<file path="src/rtl/assert_macros.svh">
// Assertion macros included by the RTL of the telemetry frame decoder.
`ifndef ASSERT_MACROS_SVH
`define ASSERT_MACROS_SVH

// Check that an antecedent implies a consequent in the same cycle, with reset masking.
`define ASSERT_SAME(label, clk, rst_n, ante, cons, msg) \
	label: assert property (@(posedge clk) disable iff (!rst_n) (ante) |-> (cons)) \
		else $error(msg);

// Check that an antecedent implies a consequent in the next cycle, with reset masking.
`define ASSERT_NEXT(label, clk, rst_n, ante, cons, msg) \
	label: assert property (@(posedge clk) disable iff (!rst_n) (ante) |=> (cons)) \
		else $error(msg);

`endif

</file>
<file path="src/rtl/stfd_pkg.sv">
// Opcodes, frame kinds and the result type of the servo telemetry frame decoder.
`default_nettype none

package stfd_pkg;

	// Frame opcodes carried in the oldest window byte
	localparam logic [7:0] OP_STATUS  = 8'h80;
	localparam logic [7:0] OP_VOLTAGE = 8'hE1;
	localparam logic [7:0] OP_CURRENT = 8'hE2;
	localparam logic [7:0] OP_SPEED   = 8'hE4;
	localparam logic [7:0] OP_POS_HI  = 8'hE8;
	localparam logic [7:0] OP_POS_LO  = 8'hE9;

	// Status bits that force a stop
	localparam logic [7:0] STAT_OVERCURRENT = 8'h01 << 1;
	localparam logic [7:0] STAT_OVERLOAD    = 8'h01 << 6;

	// Fill for the low position half when the high half is written
	localparam logic [15:0] POS_LOW_FILL = 16'hFFFF;

	// Frame kinds reported with each result
	localparam logic [2:0] KIND_NONE    = 3'd0;
	localparam logic [2:0] KIND_STATUS  = 3'd1;
	localparam logic [2:0] KIND_VOLTAGE = 3'd2;
	localparam logic [2:0] KIND_CURRENT = 3'd3;
	localparam logic [2:0] KIND_SPEED   = 3'd4;
	localparam logic [2:0] KIND_POS_HI  = 3'd5;
	localparam logic [2:0] KIND_POS_LO  = 3'd6;

	// One result item
	typedef struct packed {
		logic [2:0]         frame_kind;
		logic [7:0]         fault_status;
		logic               stop_fault;
		logic signed [15:0] bus_voltage;
		logic signed [15:0] phase_current;
		logic signed [15:0] motor_speed;
		logic signed [31:0] position_count;
		logic               link_alive;
	} res_t;

endpackage

`default_nettype wire

</file>
<file path="src/rtl/servo_telemetry_frame_decoder.sv">
// Servo telemetry frame decoder: byte window, frame check and telemetry registers.
//
// Usage:
//   Input channel (in_valid, in_stall, rx_byte) takes one received link byte per
//   transfer. The byte joins the three before it to form a four-byte frame:
//   opcode, data high, data low, checksum (8-bit sum of the first three).
//   Output channel (out_valid, out_stall, result fields) delivers one result per
//   input byte: the kind of frame this byte completed, the telemetry registers as
//   they stand after it, and link_alive for a valid voltage frame.
//   Each result is registered in the result register, or in the skid if stalled.
//   Throughput: one byte per cycle while in_stall is low; the frame check and
//   register update are a single combinational pass, byte window to result register.
//   Stall: a one-entry skid register behind the result register takes one more
//   result while the receiver stalls; in_stall rises only while the skid is full.
//   Reset (arst_n low, asynchronous): the byte window and all telemetry registers
//   clear to zero and no result is pending.
`default_nettype none
`include "assert_macros.svh"

module servo_telemetry_frame_decoder (
	input  wire logic               clk,
	input  wire logic               arst_n,
	input  wire logic               in_valid,
	output logic                    in_stall,
	input  wire logic [7:0]         rx_byte,
	output logic                    out_valid,
	input  wire logic               out_stall,
	output logic [2:0]              frame_kind,
	output logic [7:0]              fault_status,
	output logic                    stop_fault,
	output logic signed [15:0]      bus_voltage,
	output logic signed [15:0]      phase_current,
	output logic signed [15:0]      motor_speed,
	output logic signed [31:0]      position_count,
	output logic                    link_alive
);

	logic [7:0]  win_op_q, win_hi_q, win_lo_q;
	logic [7:0]  fault_q;
	logic        stop_q;
	logic [15:0] voltage_q, current_q, speed_q;
	logic [31:0] position_q;

	logic [7:0]  fault_d;
	logic        stop_d;
	logic [15:0] voltage_d, current_d, speed_d;
	logic [31:0] position_d;
	logic [2:0]  kind_d;
	logic        alive_d;
	logic [7:0]  sum;
	logic [15:0] word;

	stfd_pkg::res_t res_d, out_q, skid_q;
	logic           out_valid_q, skid_valid_q;
	logic           in_xfer, out_xfer, out_free;

	// Handshake
	assign in_stall = skid_valid_q;
	assign in_xfer  = in_valid & ~skid_valid_q;
	assign out_xfer = out_valid_q & ~out_stall;
	assign out_free = out_xfer | ~out_valid_q;

	// Check the frame and work out the next telemetry values
	assign sum  = win_op_q + win_hi_q + win_lo_q;
	assign word = {win_hi_q, win_lo_q};

	always_comb begin
		fault_d    = fault_q;
		stop_d     = stop_q;
		voltage_d  = voltage_q;
		current_d  = current_q;
		speed_d    = speed_q;
		position_d = position_q;
		kind_d     = stfd_pkg::KIND_NONE;
		alive_d    = 1'b0;
		if (sum == rx_byte) begin
			case (win_op_q)
				stfd_pkg::OP_STATUS: begin
					fault_d = win_lo_q;
					stop_d  = (win_lo_q & (stfd_pkg::STAT_OVERCURRENT |
						stfd_pkg::STAT_OVERLOAD)) != 8'h00;
					kind_d  = stfd_pkg::KIND_STATUS;
				end
				stfd_pkg::OP_VOLTAGE: begin
					voltage_d = word;
					alive_d   = 1'b1;
					kind_d    = stfd_pkg::KIND_VOLTAGE;
				end
				stfd_pkg::OP_CURRENT: begin
					current_d = word;
					kind_d    = stfd_pkg::KIND_CURRENT;
				end
				stfd_pkg::OP_SPEED: begin
					speed_d = word;
					kind_d  = stfd_pkg::KIND_SPEED;
				end
				stfd_pkg::OP_POS_HI: begin
					position_d = {word, stfd_pkg::POS_LOW_FILL};
					kind_d     = stfd_pkg::KIND_POS_HI;
				end
				stfd_pkg::OP_POS_LO: begin
					position_d = {position_q[31:16], word};
					kind_d     = stfd_pkg::KIND_POS_LO;
				end
				default: begin
					kind_d = stfd_pkg::KIND_NONE;
				end
			endcase
		end
	end

	// Assemble the result item
	always_comb begin
		res_d.frame_kind     = kind_d;
		res_d.fault_status   = fault_d;
		res_d.stop_fault     = stop_d;
		res_d.bus_voltage    = $signed(voltage_d);
		res_d.phase_current  = $signed(current_d);
		res_d.motor_speed    = $signed(speed_d);
		res_d.position_count = $signed(position_d);
		res_d.link_alive     = alive_d;
	end

	// Advance the byte window and commit telemetry on each input transfer
	always_ff @(posedge clk or negedge arst_n) begin
		if (!arst_n) begin
			win_op_q   <= 8'h00;
			win_hi_q   <= 8'h00;
			win_lo_q   <= 8'h00;
			fault_q    <= 8'h00;
			stop_q     <= 1'b0;
			voltage_q  <= 16'h0000;
			current_q  <= 16'h0000;
			speed_q    <= 16'h0000;
			position_q <= 32'h0000_0000;
		end else if (in_xfer) begin
			win_op_q   <= win_hi_q;
			win_hi_q   <= win_lo_q;
			win_lo_q   <= rx_byte;
			fault_q    <= fault_d;
			stop_q     <= stop_d;
			voltage_q  <= voltage_d;
			current_q  <= current_d;
			speed_q    <= speed_d;
			position_q <= position_d;
		end
	end

	// Track result and skid occupancy
	always_ff @(posedge clk or negedge arst_n) begin
		if (!arst_n) begin
			out_valid_q  <= 1'b0;
			skid_valid_q <= 1'b0;
		end else if (out_free) begin
			out_valid_q  <= skid_valid_q | in_xfer;
			skid_valid_q <= 1'b0;
		end else if (in_xfer) begin
			skid_valid_q <= 1'b1;
		end
	end

	// Load result payload: drain the skid first, else take the new result; park it in the skid while held
	always_ff @(posedge clk) begin
		if (out_free) begin
			if (skid_valid_q) begin
				out_q <= skid_q;
			end else if (in_xfer) begin
				out_q <= res_d;
			end
		end else if (in_xfer) begin
			skid_q <= res_d;
		end
	end

	// Drive the output ports
	assign out_valid      = out_valid_q;
	assign frame_kind     = out_q.frame_kind;
	assign fault_status   = out_q.fault_status;
	assign stop_fault     = out_q.stop_fault;
	assign bus_voltage    = out_q.bus_voltage;
	assign phase_current  = out_q.phase_current;
	assign motor_speed    = out_q.motor_speed;
	assign position_count = out_q.position_count;
	assign link_alive     = out_q.link_alive;

	// Assertions
	`ASSERT_SAME(a_skid_behind_out, clk, arst_n, skid_valid_q, out_valid_q,
		"skid full with empty output")
	`ASSERT_NEXT(a_stall_fills_skid, clk, arst_n, out_valid_q && out_stall && in_xfer,
		skid_valid_q, "stalled transfer lost")
	`ASSERT_SAME(a_alive_is_voltage, clk, arst_n, out_valid_q,
		link_alive == (frame_kind == stfd_pkg::KIND_VOLTAGE),
		"link_alive out of step with frame kind")

endmodule

`default_nettype wire
</file>
<file path="config.mk">
export PLATFORM = sky130hd
export DESIGN_NAME = servo_telemetry_frame_decoder
export DESIGN_NICKNAME = d
export VERILOG_FILES = /design/src/rtl/stfd_pkg.sv /design/src/rtl/servo_telemetry_frame_decoder.sv
export VERILOG_INCLUDE_DIRS = /design/src /design/src/rtl
export SDC_FILE = /design/constraint.sdc
export NUM_CORES = 1
export LEC_CHECK = 0
export ABC_CLOCK_PERIOD_IN_PS = 6830
export BUFFER_PORTS_ARGS = -buffer_cell sky130_fd_sc_hd__buf_4
export CORE_MARGIN = 5
export CORE_UTILIZATION = 45
export CTS_CLUSTER_DIAMETER = 30
export CTS_CLUSTER_SIZE = 10
export DETAILED_ROUTE_END_ITERATION = 8
export HOLD_SLACK_MARGIN = 0.15
export MAX_ROUTING_LAYER = met4
export PLACE_DENSITY_LB_ADDON = 0.3
export SLEW_MARGIN = 20
export SYNTH_ARGS = -nofsm -noshare
export SYNTH_HDL_FRONTEND = slang
export SYNTH_SLANG_ARGS = --single-unit
</file>
<file path="constraint.sdc">
create_clock -name clk -period 6.83 [get_ports clk]
set_input_delay 1.366 -clock clk [delete_from_list [all_inputs] [get_ports clk]]
set_output_delay 1.366 -clock clk [all_outputs]
set_load 0.05 [all_outputs]
</file>
# Word level (Yosys, flattened, before mapping)
# Cells that the tools add are included.
dict set report classes {
  n_eq_ne 7
  reduce_logical 5
  bitwise_logic 8
  n_addsub 2
  mux 20
}
# operator count
set op_table {}
lappend op_table {{two-way mux 93 bit} 2}
lappend op_table {{two-way mux 16 bit} 6}
lappend op_table {{case mux 32 bit (2 select lines)} 1}
lappend op_table {{== test 8 bit, second input constant} 6}
lappend op_table {{two-way mux 32 bit} 1}
lappend op_table {{case mux 3 bit (6 select lines)} 1}
lappend op_table {{adder 8 bit} 2}
lappend op_table {{two-way mux 8 bit} 2}
lappend op_table {{== test 8 bit} 1}
lappend op_table {{nonzero test 8 bit} 1}
lappend op_table {{two-way mux 1 bit} 6}
lappend op_table {{NOT 1 bit} 4}
lappend op_table {{AND reduction 2 bit} 2}
lappend op_table {{nonzero test 2 bit} 2}
lappend op_table {{two-way mux 3 bit} 1}
lappend op_table {{bitwise AND 1 bit} 2}
lappend op_table {{bitwise OR 1 bit} 2}
dict set report totals {
  inputBits 12
  elab_cells 69
  out_inout_bits 95
  reg_bits 301
}

# Logic depth before layout (Yosys ltp)
# Gate-level depths: netlist of run 1.
dict set report logic_depth {
  depth_word 6
  depth_mapped 15
}

# Least setup slack after synthesis of run 1
# No wires, ideal clock.
dict set report synth_timing {
  path_kind {input-to-reg}
  from {input port in_valid}
  to {register out_q, in the netlist bus_voltage[0] (enable)}
  slack_ns 0.317
  setup_time_ns 0.575
  path_buffers 0
  t_required_ns 6.255
  stages 2
  arrival_ns 5.938
  cell_sequence {nor2_1 -> a21oi_1}
}
dict set report synth_between {
  elab_chain_cells 3
}
# element line_no
set synth_rtl {}
lappend synth_rtl {{from (decl)} servo_telemetry_frame_decoder.sv:23} ;# input wire logic in_valid,
lappend synth_rtl {{bitwise AND 1 bit} servo_telemetry_frame_decoder.sv:59} ;# assign in_xfer = in_valid & ~skid_valid_q;
lappend synth_rtl {{nonzero test 2 bit (no line)} n/a}
lappend synth_rtl {{AND reduction 2 bit (no line)} n/a}
lappend synth_rtl {{to (signal assigned)} servo_telemetry_frame_decoder.sv:166} ;# out_q <= skid_q;
lappend synth_rtl {{to (signal assigned)} servo_telemetry_frame_decoder.sv:168} ;# out_q <= res_d;
lappend synth_rtl {{to (decl)} servo_telemetry_frame_decoder.sv:53} ;# stfd_pkg::res_t res_d, out_q, skid_q;
# No other way between the ends.
# A chain may end at the register's enable or synchronous reset.

# Worst setup path in the final report of run 1
dict set report layout_timing {
  from {register win_lo_q[2]}
  to {register skid_q[74] in the netlist's numbering (data pin)}
}
dict set report layout_between {
  elab_chain_cells 3
}
# element line_no
set layout_rtl {}
lappend layout_rtl {{from (decl)} servo_telemetry_frame_decoder.sv:38} ;# logic [7:0] win_op_q, win_hi_q, win_lo_q;
lappend layout_rtl {{from (signal assigned)} servo_telemetry_frame_decoder.sv:139} ;# win_lo_q <= rx_byte;
lappend layout_rtl {{adder 8 bit} servo_telemetry_frame_decoder.sv:64} ;# assign sum = win_op_q + win_hi_q + win_lo_q;
lappend layout_rtl {{== test 8 bit} servo_telemetry_frame_decoder.sv:76} ;# if (sum == rx_byte) begin
lappend layout_rtl {{two-way mux 16 bit} servo_telemetry_frame_decoder.sv:76}
lappend layout_rtl {{net voltage_d[9]} servo_telemetry_frame_decoder.sv:46} ;# logic [15:0] voltage_d, current_d, speed_d;
lappend layout_rtl {{to (signal assigned)} servo_telemetry_frame_decoder.sv:171} ;# skid_q <= res_d;
lappend layout_rtl {{to (decl)} servo_telemetry_frame_decoder.sv:53}
# The timed path passes the listed nets, and every way through them passes these cells.

==> load_flow_metrics.sql, run 1 <==
INSERT INTO impl_metrics (metric_group, metric, value, unit) VALUES
('place', 'placed_cell_area', '0.0150', 'mm²'),
('logic_synthesis', 'synth_nets', '1133', ''),
('critical_path', 'cp_data_arrival_time', '5.71', 'ns'),
('floorplanning', 'pin_count', '107', ''),
('floorplanning', 'die_area', '0.0344', 'mm²'),
('logic_synthesis', 'syn_inst', '1107', ''),
('drt', 'detail_route.drc_violations', '0', ''),
('finish', 'layout-area-overhead-vs-synth', '21.4', '%'),
('floorplanning', 'die_height', '186', 'µm'),
('finish', 'num-nets-final', '1219', ''),
('hold_path', 'holdCritPathClass', 'flip-flop to flip-flop', ''),
('finish', 'layout-drive-gt1-share', '0.282', ''),
('power', 'cell_internal_pwr', '4.07', 'mW'),
('logic_synthesis', 'part_of_the_yosys_area_used_for_sequential_elements', '0.610', ''),
('logic_synthesis', 'ys_async_sr_fraction', '0.382', ''),
('clock_tree', 'hold_buffers', '0', ''),
('timing', 'worst_slew_margin_rel', '0.233', ''),
('clock_tree', 'cts.htree.levels', '2', ''),
('drt', 'dr_iter_0_viols', '1314', ''),
('critical_path', 'critPathSlowestCell', 'sky130_fd_sc_hd__dfrtp_1', ''),
('critical_path', 'timing.critical_path.from_type', 'flip-flop', ''),
('logic_synthesis', 'synth_flop_cell', 'sky130_fd_sc_hd__edfxtp_1', ''),
('grt', 'first_global_vias', '10304', ''),
('grt', 'grt_antenna_before_repair', '0', ''),
('critical_path', 'crit_path_cell_trace', 'fa_1 > ha_1 > a211oi_1 > o21bai_1 > a211oi_2 > or2_2 > buf_4 > nand3_1 > o21ai_0', ''),
('timing', 'fmax', '0.187', 'GHz'),
('timing', 'rsz0062_at_grt', 'false', ''),
('floorplanning', 'floorplan.initialDensity', '0.455', ''),
('power', 'power.clock.fraction', '0.441', ''),
('grt', 'grt_start_max_net_pins', '77', ''),
('critical_path', 'source_of_the_critical_timing_path', 'win_lo_q[2]$_DFFE_PN0P_', ''),
('critical_path', 'worst-r2r-cell-count', '9', ''),
('logic_synthesis', 'synth-edff-count', '186', ''),
('logic_synthesis', 'post-synth-top-area-cell', 'sky130_fd_sc_hd__edfxtp_1', ''),
('timing', 'fin_worst_skew', '0.0318', 'ns'),
('timing', 'fin_tns_setup', '0', 'ns'),
('power', 'comb_pwr_share', '0.197', ''),
('place', 'finalWeightedCongestion', '0.915', ''),
('timing', 'setup-violations-final', '0', ''),
('clock_tree', 'max-clock-path-buffers', '3', ''),
('clock_tree', 'worst_skew_pair.late_latency', '0.57', 'ns'),
('finish', 'final_design_area_no_fill', '0.0168', 'mm²'),
('critical_path', 'critical_path.top_delay_family', 'compound AO/OA/AOI/OAI gates', ''),
('critical_path', 'worstSetupPathType', 'flip-flop to flip-flop', ''),
('logic_synthesis', 'synth.ff_latch_count', '301', ''),
('logic_synthesis', 'ys_types', '57', ''),
('logic_synthesis', 'leading_post_synthesis_cells_by_cell_area', 'sky130_fd_sc_hd__edfxtp_1, sky130_fd_sc_hd__dfrtp_1, sky130_fd_sc_hd__mux2_2', ''),
('critical_path', 'rrSetupSlack', '1.49', 'ns'),
('grt', 'global_route.overflow_total', '0', ''),
('power', 'seq_power_share', '0.362', ''),
('timing', 'post-route-period-util', '0.782', ''),
('timing', 'worst_pin_slew', '1.14', 'ns'),
('clock_tree', 'tritoncts', 'yes', ''),
('power', 'leakagePower', '6.73', 'nW'),
('finish', 'diodes', '0', ''),
('run_status', 'run_status', 'finished, final reports clean', ''),
('drt', 'via_count', '10364', ''),
('critical_path', 'worstPathRequired', '7.20', 'ns'),
('critical_path', 'r2r-end', 'skid_q[74]$_DFFE_PP_', ''),
('logic_synthesis', 'yosysTopAreaCellShare', '0.403', ''),
('critical_path', 'timing.rr.start', 'win_lo_q[2]$_DFFE_PN0P_', ''),
('critical_path', 'slowest_delay', '0.78', 'ns'),
('job', 'max_cap_violations', '0', ''),
('clock_tree', 'root_buffer', 'sky130_fd_sc_hd__clkbuf_16', ''),
('clock_tree', 'cts_buffers', '57', ''),
('drt', 'avgViaCountPerCell', '6.33', ''),
('critical_path', 'cp-end-kind', 'flip-flop', ''),
('clock_tree', 'clkTransAtPathRegs', '0.05', 'ns'),
('critical_path', 'crit_path_max_fanout', '66', ''),
('grt', 'grt_usage', '0.244', ''),
('timing', 'hold_viol', '0', '');
-- synth_stat cells, types with 4 or more instances --
cell and number:
sky130_fd_sc_hd__o21ai_0 189, sky130_fd_sc_hd__o22a_1 16, sky130_fd_sc_hd__a31oi_1 18, sky130_fd_sc_hd__nand2_1 75, sky130_fd_sc_hd__mux2_2 88, sky130_fd_sc_hd__a2bb2oi_1 71
sky130_fd_sc_hd__nand3_1 13, sky130_fd_sc_hd__and3_1 18, sky130_fd_sc_hd__xnor2_1 6, sky130_fd_sc_hd__fa_1 8, sky130_fd_sc_hd__buf_4 4, sky130_fd_sc_hd__a31o_2 16
sky130_fd_sc_hd__nor3_1 17, sky130_fd_sc_hd__clkbuf_1 78, sky130_fd_sc_hd__inv_1 21, sky130_fd_sc_hd__a21oi_1 19, sky130_fd_sc_hd__dfrtp_1 115, sky130_fd_sc_hd__buf_1 8
sky130_fd_sc_hd__buf_2 14, sky130_fd_sc_hd__nor2_1 14, sky130_fd_sc_hd__nor3_4 4, sky130_fd_sc_hd__edfxtp_1 186, sky130_fd_sc_hd__ha_1 6, sky130_fd_sc_hd__a41oi_1 56
-- power by group through the flow --
stage	Sequential, mW	Clock (mW)	Combinational [mW]
after floorplan	2.31	0	0.653
after global placement	2.21	0	1.16
after detailed placement	2.21	0	1.17
after CTS	2.18	2.69	1.17
after global routing	2.19	2.80	1.25
final	2.18	2.66	1.19
-- cells in the final DEF (no fill, tap or decap), types with 13 or more instances in the layout --
cell / n
sky130_fd_sc_hd__dfrtp_1: 114
sky130_fd_sc_hd__a41oi_1: 56
sky130_fd_sc_hd__buf_4: 131
sky130_fd_sc_hd__o21ai_0: 188
sky130_fd_sc_hd__a21oi_1: 18
sky130_fd_sc_hd__clkbuf_16: 58
sky130_fd_sc_hd__edfxtp_1: 186
sky130_fd_sc_hd__a31oi_1: 18
sky130_fd_sc_hd__a31o_2: 16
sky130_fd_sc_hd__inv_1: 20
sky130_fd_sc_hd__nor2_1: 13
sky130_fd_sc_hd__mux2_2: 88
sky130_fd_sc_hd__nand3_1: 13
sky130_fd_sc_hd__nor3_1: 17
sky130_fd_sc_hd__and3_1: 18
sky130_fd_sc_hd__a2bb2oi_1: 71
sky130_fd_sc_hd__nand2_1: 75
sky130_fd_sc_hd__o22a_1: 16
-- worst min path at each step --
stage                                  from                      end  slack (ns)  cells after the start
floorplan           speed_q[10]$_DFFE_PN0P_  speed_q[10]$_DFFE_PN0P_        0.45                      1
global placement    speed_q[10]$_DFFE_PN0P_  speed_q[10]$_DFFE_PN0P_        0.47                      1
detailed placement  speed_q[10]$_DFFE_PN0P_  speed_q[10]$_DFFE_PN0P_        0.47                      1
CTS                 speed_q[10]$_DFFE_PN0P_  speed_q[10]$_DFFE_PN0P_        0.48                      1
global route        speed_q[10]$_DFFE_PN0P_  speed_q[10]$_DFFE_PN0P_        0.49                      1
finish              speed_q[10]$_DFFE_PN0P_  speed_q[10]$_DFFE_PN0P_        0.48                      1
-- per-layer routing --
layer,track usage,share of wire,vias up
met5,-,0,-
met4,0.104,0.042,0
met3,0.0534,0.096,125
met2,0.363,0.46,602
met1,0.326,0.40,5163
li1,-,-,4474
-- logic make-up (layout without fill, tap and decap cells) --
kind of cell,Yosys count,in the layout,share of synthesized area
buffers and inverters,126,260,0.0370
multiplexers,89,89,0.0722
AO/OA/AOI/OAI,405,405,0.196
flip-flops,301,301,0.610
AND/OR/NAND/NOR,160,160,0.0581
adder cells (fa/ha/maj),14,14,0.0170
XOR/XNOR,12,12,0.00965
-- worst register-to-register path: stages (launching register included) --
cell and delay (ns):
sky130_fd_sc_hd__dfrtp_1 0.78, sky130_fd_sc_hd__fa_1 0.58, sky130_fd_sc_hd__ha_1 0.30, sky130_fd_sc_hd__a211oi_1 0.30
sky130_fd_sc_hd__o21bai_1 0.14, sky130_fd_sc_hd__a211oi_2 0.65, sky130_fd_sc_hd__or2_2 0.53, sky130_fd_sc_hd__buf_4 0.69
sky130_fd_sc_hd__nand3_1 0.79, sky130_fd_sc_hd__o21ai_0 0.41
-- per-stage QoR --
step / power (mW) / util / hold WS [ns] / setup WS [ns] / std cells
floorplan: 2.97 / - / 0.451 / 0.317 / 1107
global placement: 3.37 / 0.491 / 0.468 / 1.68 / 1530
detailed placement: 3.38 / 0.491 / 0.471 / 1.65 / 1530
CTS: 6.04 / 0.552 / 0.481 / 1.65 / 1637
global route: 6.24 / 0.552 / 0.493 / 1.29 / 1637
finish: 6.04 / 0.552 / 0.478 / 1.49 / 1637
-- registers in the layout, indices dropped and copies added (netlist names), 16 cells and up --
name / count
skid_q: 93
position_count: 32
position_q: 32
bus_voltage: 16
current_q: 16
motor_speed: 16
phase_current: 16
speed_q: 16
voltage_q: 16
-- cell type report --
cell class,count,area [µm²]
repair buffers,132,995
multi-input cells,680,4940
well taps,396,495
flip-flops and latches,301,8470
clock inverters,38,350
fillers,2557,13700
inverters,21,78.8
clock buffers,69,1510
No activity file was read; power rests on OpenSTA's default activity.
==> run 2, diff against run 1 <==
- ABC_CLOCK_PERIOD_IN_PS: 6830 -> 4480
- clock period: 6.83 -> 4.48 ns (I/O delays scaled with it)
==> run 2 against run 1 <==
Effect of this change:
- combinational power rose by 82%
- critical path depth increased by 2
- largest cell class unchanged
- worst hold slack worse by 0.0038 ns
- sequential cell count is the same
- fmax up 42%
- global-route usage grew 0.31 points
- design area is 5.0% higher
- highest routed layer unchanged
- clock-buffer cell count increased by 2
==> load_flow_metrics.sql, run 2 (synthesis results as in run 1) <==
INSERT INTO impl_metrics (metric_group, metric, value, unit) VALUES
('critical_path', 'cp-end-kind', 'flip-flop', ''),
('place', 'placed_cells', '1578', ''),
('timing', 'worst_slew_margin_rel', '0.317', ''),
('grt', 'first_global_vias', '10439', ''),
('drt', 'via_count', '10505', ''),
('power', 'seq_power_share', '0.313', ''),
('timing', 'worst_pin_slew', '1.02', 'ns'),
('floorplanning', 'die_area', '0.0344', 'mm²'),
('clock_tree', 'cts.repair.resized', '0', ''),
('timing', 'fin_worst_skew', '0.0215', 'ns'),
('floorplanning', 'floorplan.core_area', '0.0305', 'mm²'),
('floorplanning', 'pin_count', '107', ''),
('finish', 'num-nets-final', '1271', ''),
('clock_tree', 'cts.sink_count', '301', ''),
('power', 'power_switching', '3.14', 'mW'),
('place', 'dp_worst_setup_slack', '0.766', 'ns'),
('critical_path', 'timing.critical_path.from_type', 'flip-flop', ''),
('critical_path', 'worstSetupPathType', 'flip-flop to flip-flop', ''),
('timing', 'finalWorstSetupSlack', '0.728', 'ns'),
('timing', 'post-route-period-util', '0.837', ''),
('grt', 'global_route.overflow_total', '0', ''),
('power', 'power.clock.fraction', '0.478', ''),
('place', 'finalWeightedCongestion', '0.899', ''),
('critical_path', 'worstPathRequired', '4.93', 'ns'),
('grt', 'grt_usage', '0.247', ''),
('floorplanning', 'die_x', '186', 'µm'),
('finish', 'layout_fillers', '2394', ''),
('grt', 'grt_pass1_wl', '63400', 'µm'),
('power', 'comb_pwr_share', '0.209', ''),
('drt', 'dr_iter_0_viols', '1269', ''),
('finish', 'number_of_flip_flops_under_the_largest_register_name', '93', ''),
('floorplanning', 'num_rows', '64', ''),
('power', 'swShare', '0.305', ''),
('grt', 'grt_antenna_before_repair', '1', ''),
('drt', 'routedWlPerCell', '24.5', 'µm'),
('timing', 'hold_viol', '0', ''),
('timing', 'rsz0062_at_grt', 'false', ''),
('clock_tree', 'clkTransAtPathRegs', '0.05', 'ns'),
('place', 'post-dp-hpwl', '25100', 'µm'),
('critical_path', 'crit_path_max_fanout', '42', ''),
('clock_tree', 'cts.htree.levels', '2', ''),
('finish', 'multi_input_area', '0.00495', 'mm²'),
('place', 'placed_cell_area', '0.0154', 'mm²'),
('clock_tree', 'max-clock-path-buffers', '3', ''),
('finish', 'final_design_area_no_fill', '0.0177', 'mm²'),
('timing', 'maxSlewViolCount', '0', ''),
('timing', 'worst_hold_slack', '0.474', 'ns'),
('drt', 'drt_pre_antenna_iters', '6', ''),
('drt', 'drtAntennaViolNets', '0', ''),
('timing', 'layout_min_cycle_time', '3.75', 'ns'),
('finish', 'layout-drive-gt1-share', '0.321', ''),
('clock_tree', 'worst_skew_pair.late_latency', '0.57', 'ns'),
('drt', 'avgViaCountPerCell', '6.20', ''),
('timing', 'fmax', '0.267', 'GHz'),
('place', 'io_buffer_count', '106', ''),
('critical_path', 'cp_data_arrival_time', '4.20', 'ns'),
('power', 'leakagePower', '7.19', 'nW'),
('timing', 'setup-violations-final', '0', ''),
('job', 'max_cap_violations', '0', ''),
('clock_tree', 'tritoncts', 'yes', ''),
('run_status', 'run_status', 'finished, final reports clean', ''),
('timing', 'fin_tns_setup', '0', 'ns'),
('hold_path', 'holdCritPathClass', 'input port to async pin', ''),
('finish', 'final-instance-count-excl-fill', '1694', ''),
('grt', 'grt_start_max_net_pins', '77', ''),
('drt', 'detail_route.drc_violations', '0', ''),
('finish', 'most-common-layout-cells', 'sky130_fd_sc_hd__o21ai_0, sky130_fd_sc_hd__edfxtp_1, sky130_fd_sc_hd__buf_4', ''),
('power', 'power_density', '583', 'mW/mm²'),
('power', 'peakVddDrop', '0.000306', 'V'),
('power', 'cell_internal_pwr', '7.17', 'mW'),
('floorplanning', 'floorplan.initialDensity', '0.455', ''),
('clock_tree', 'hold_buffers', '0', ''),
('finish', 'layout_commonest_cell', 'sky130_fd_sc_hd__o21ai_0', ''),
('finish', 'regArea', '0.00847', 'mm²'),
('clock_tree', 'cts_buffers', '61', ''),
('clock_tree', 'root_buffer', 'sky130_fd_sc_hd__clkbuf_16', ''),
('clock_tree', 'setup_buffers_after_cts', '0', ''),
('finish', 'regMostFlops', 'skid_q', ''),
('floorplanning', 'die_height', '186', 'µm'),
('finish', 'diodes', '0', ''),
('finish', 'layout-area-overhead-vs-synth', '27.5', '%'),
('drt', 'drt-total-wl', '41600', 'µm');
-- run 2: changes by cell type in the layout (fill, tap and decap cells not counted), sizes merged --
cell	delta
clkinvlp	+2
inv	+1
buf	+48
bufinv	+10
clkbuf	+2
clkinv	-6
-- run 2: worst paths after layout --
check                           cells after the start  slack, ns                       end                    start
min in group clk                                    1       0.49   speed_q[10]$_DFFE_PN0P_  speed_q[10]$_DFFE_PN0P_
max in group asynchronous                           2       3.00  voltage_q[2]$_DFFE_PN0P_                   arst_n
worst min register to register                      1       0.49   speed_q[10]$_DFFE_PN0P_  speed_q[10]$_DFFE_PN0P_
worst max-delay path                               11       0.73    speed_q[7]$_DFFE_PN0P_  win_op_q[1]$_DFFE_PN0P_
worst max register to register                     11       0.73    speed_q[7]$_DFFE_PN0P_  win_op_q[1]$_DFFE_PN0P_
worst min-delay path                                1       0.47    speed_q[6]$_DFFE_PN0P_                   arst_n
-- run 2: area by class of cell --
type,instances,share of cell area
Clock inverter,45,0.0359
Timing Repair Buffer,180,0.0807
Tap cell,396,0.0280
Sequential cell,301,0.479
Clock buffer,71,0.0925
Inverter,21,0.00446
Multi-Input combinational cell,680,0.280
-- run 2: per-stage QoR --
stage | power [mW] | utilization
global placement | 5.38 | 0.505
detailed placement | 5.39 | 0.505
global route | 10.6 | 0.580
floorplan | 4.51 | -
CTS | 10.3 | 0.579
finish | 10.3 | 0.580
-- run 2: metal layers --
metal,routed length (µm),global-route usage
met1,17100,0.331
met2,19700,0.382
met3,3600,0.0512
met4,1210,0.0804
met5,0,-
-- run 2: critical path: stages (launching register included) --
cell,delay (ns)
sky130_fd_sc_hd__dfrtp_1,0.48
sky130_fd_sc_hd__fa_1,0.52
sky130_fd_sc_hd__ha_1,0.23
sky130_fd_sc_hd__fa_1,0.56
sky130_fd_sc_hd__xnor2_1,0.12
sky130_fd_sc_hd__nand3_1,0.11
sky130_fd_sc_hd__a211oi_2,0.32
sky130_fd_sc_hd__o211ai_4,0.22
sky130_fd_sc_hd__buf_12,0.24
sky130_fd_sc_hd__nor3_4,0.17
sky130_fd_sc_hd__buf_4,0.26
sky130_fd_sc_hd__mux2_2,0.37
-- run 2: power groups by stage --
stage | clock network [mW] | logic [mW] | registers (mW)
final | 4.93 | 2.16 | 3.23
after global placement | 0 | 2.11 | 3.27
after CTS | 4.98 | 2.13 | 3.23
after floorplan | 0 | 0.997 | 3.52
after global routing | 5.13 | 2.26 | 3.24
after detailed placement | 0 | 2.12 | 3.27
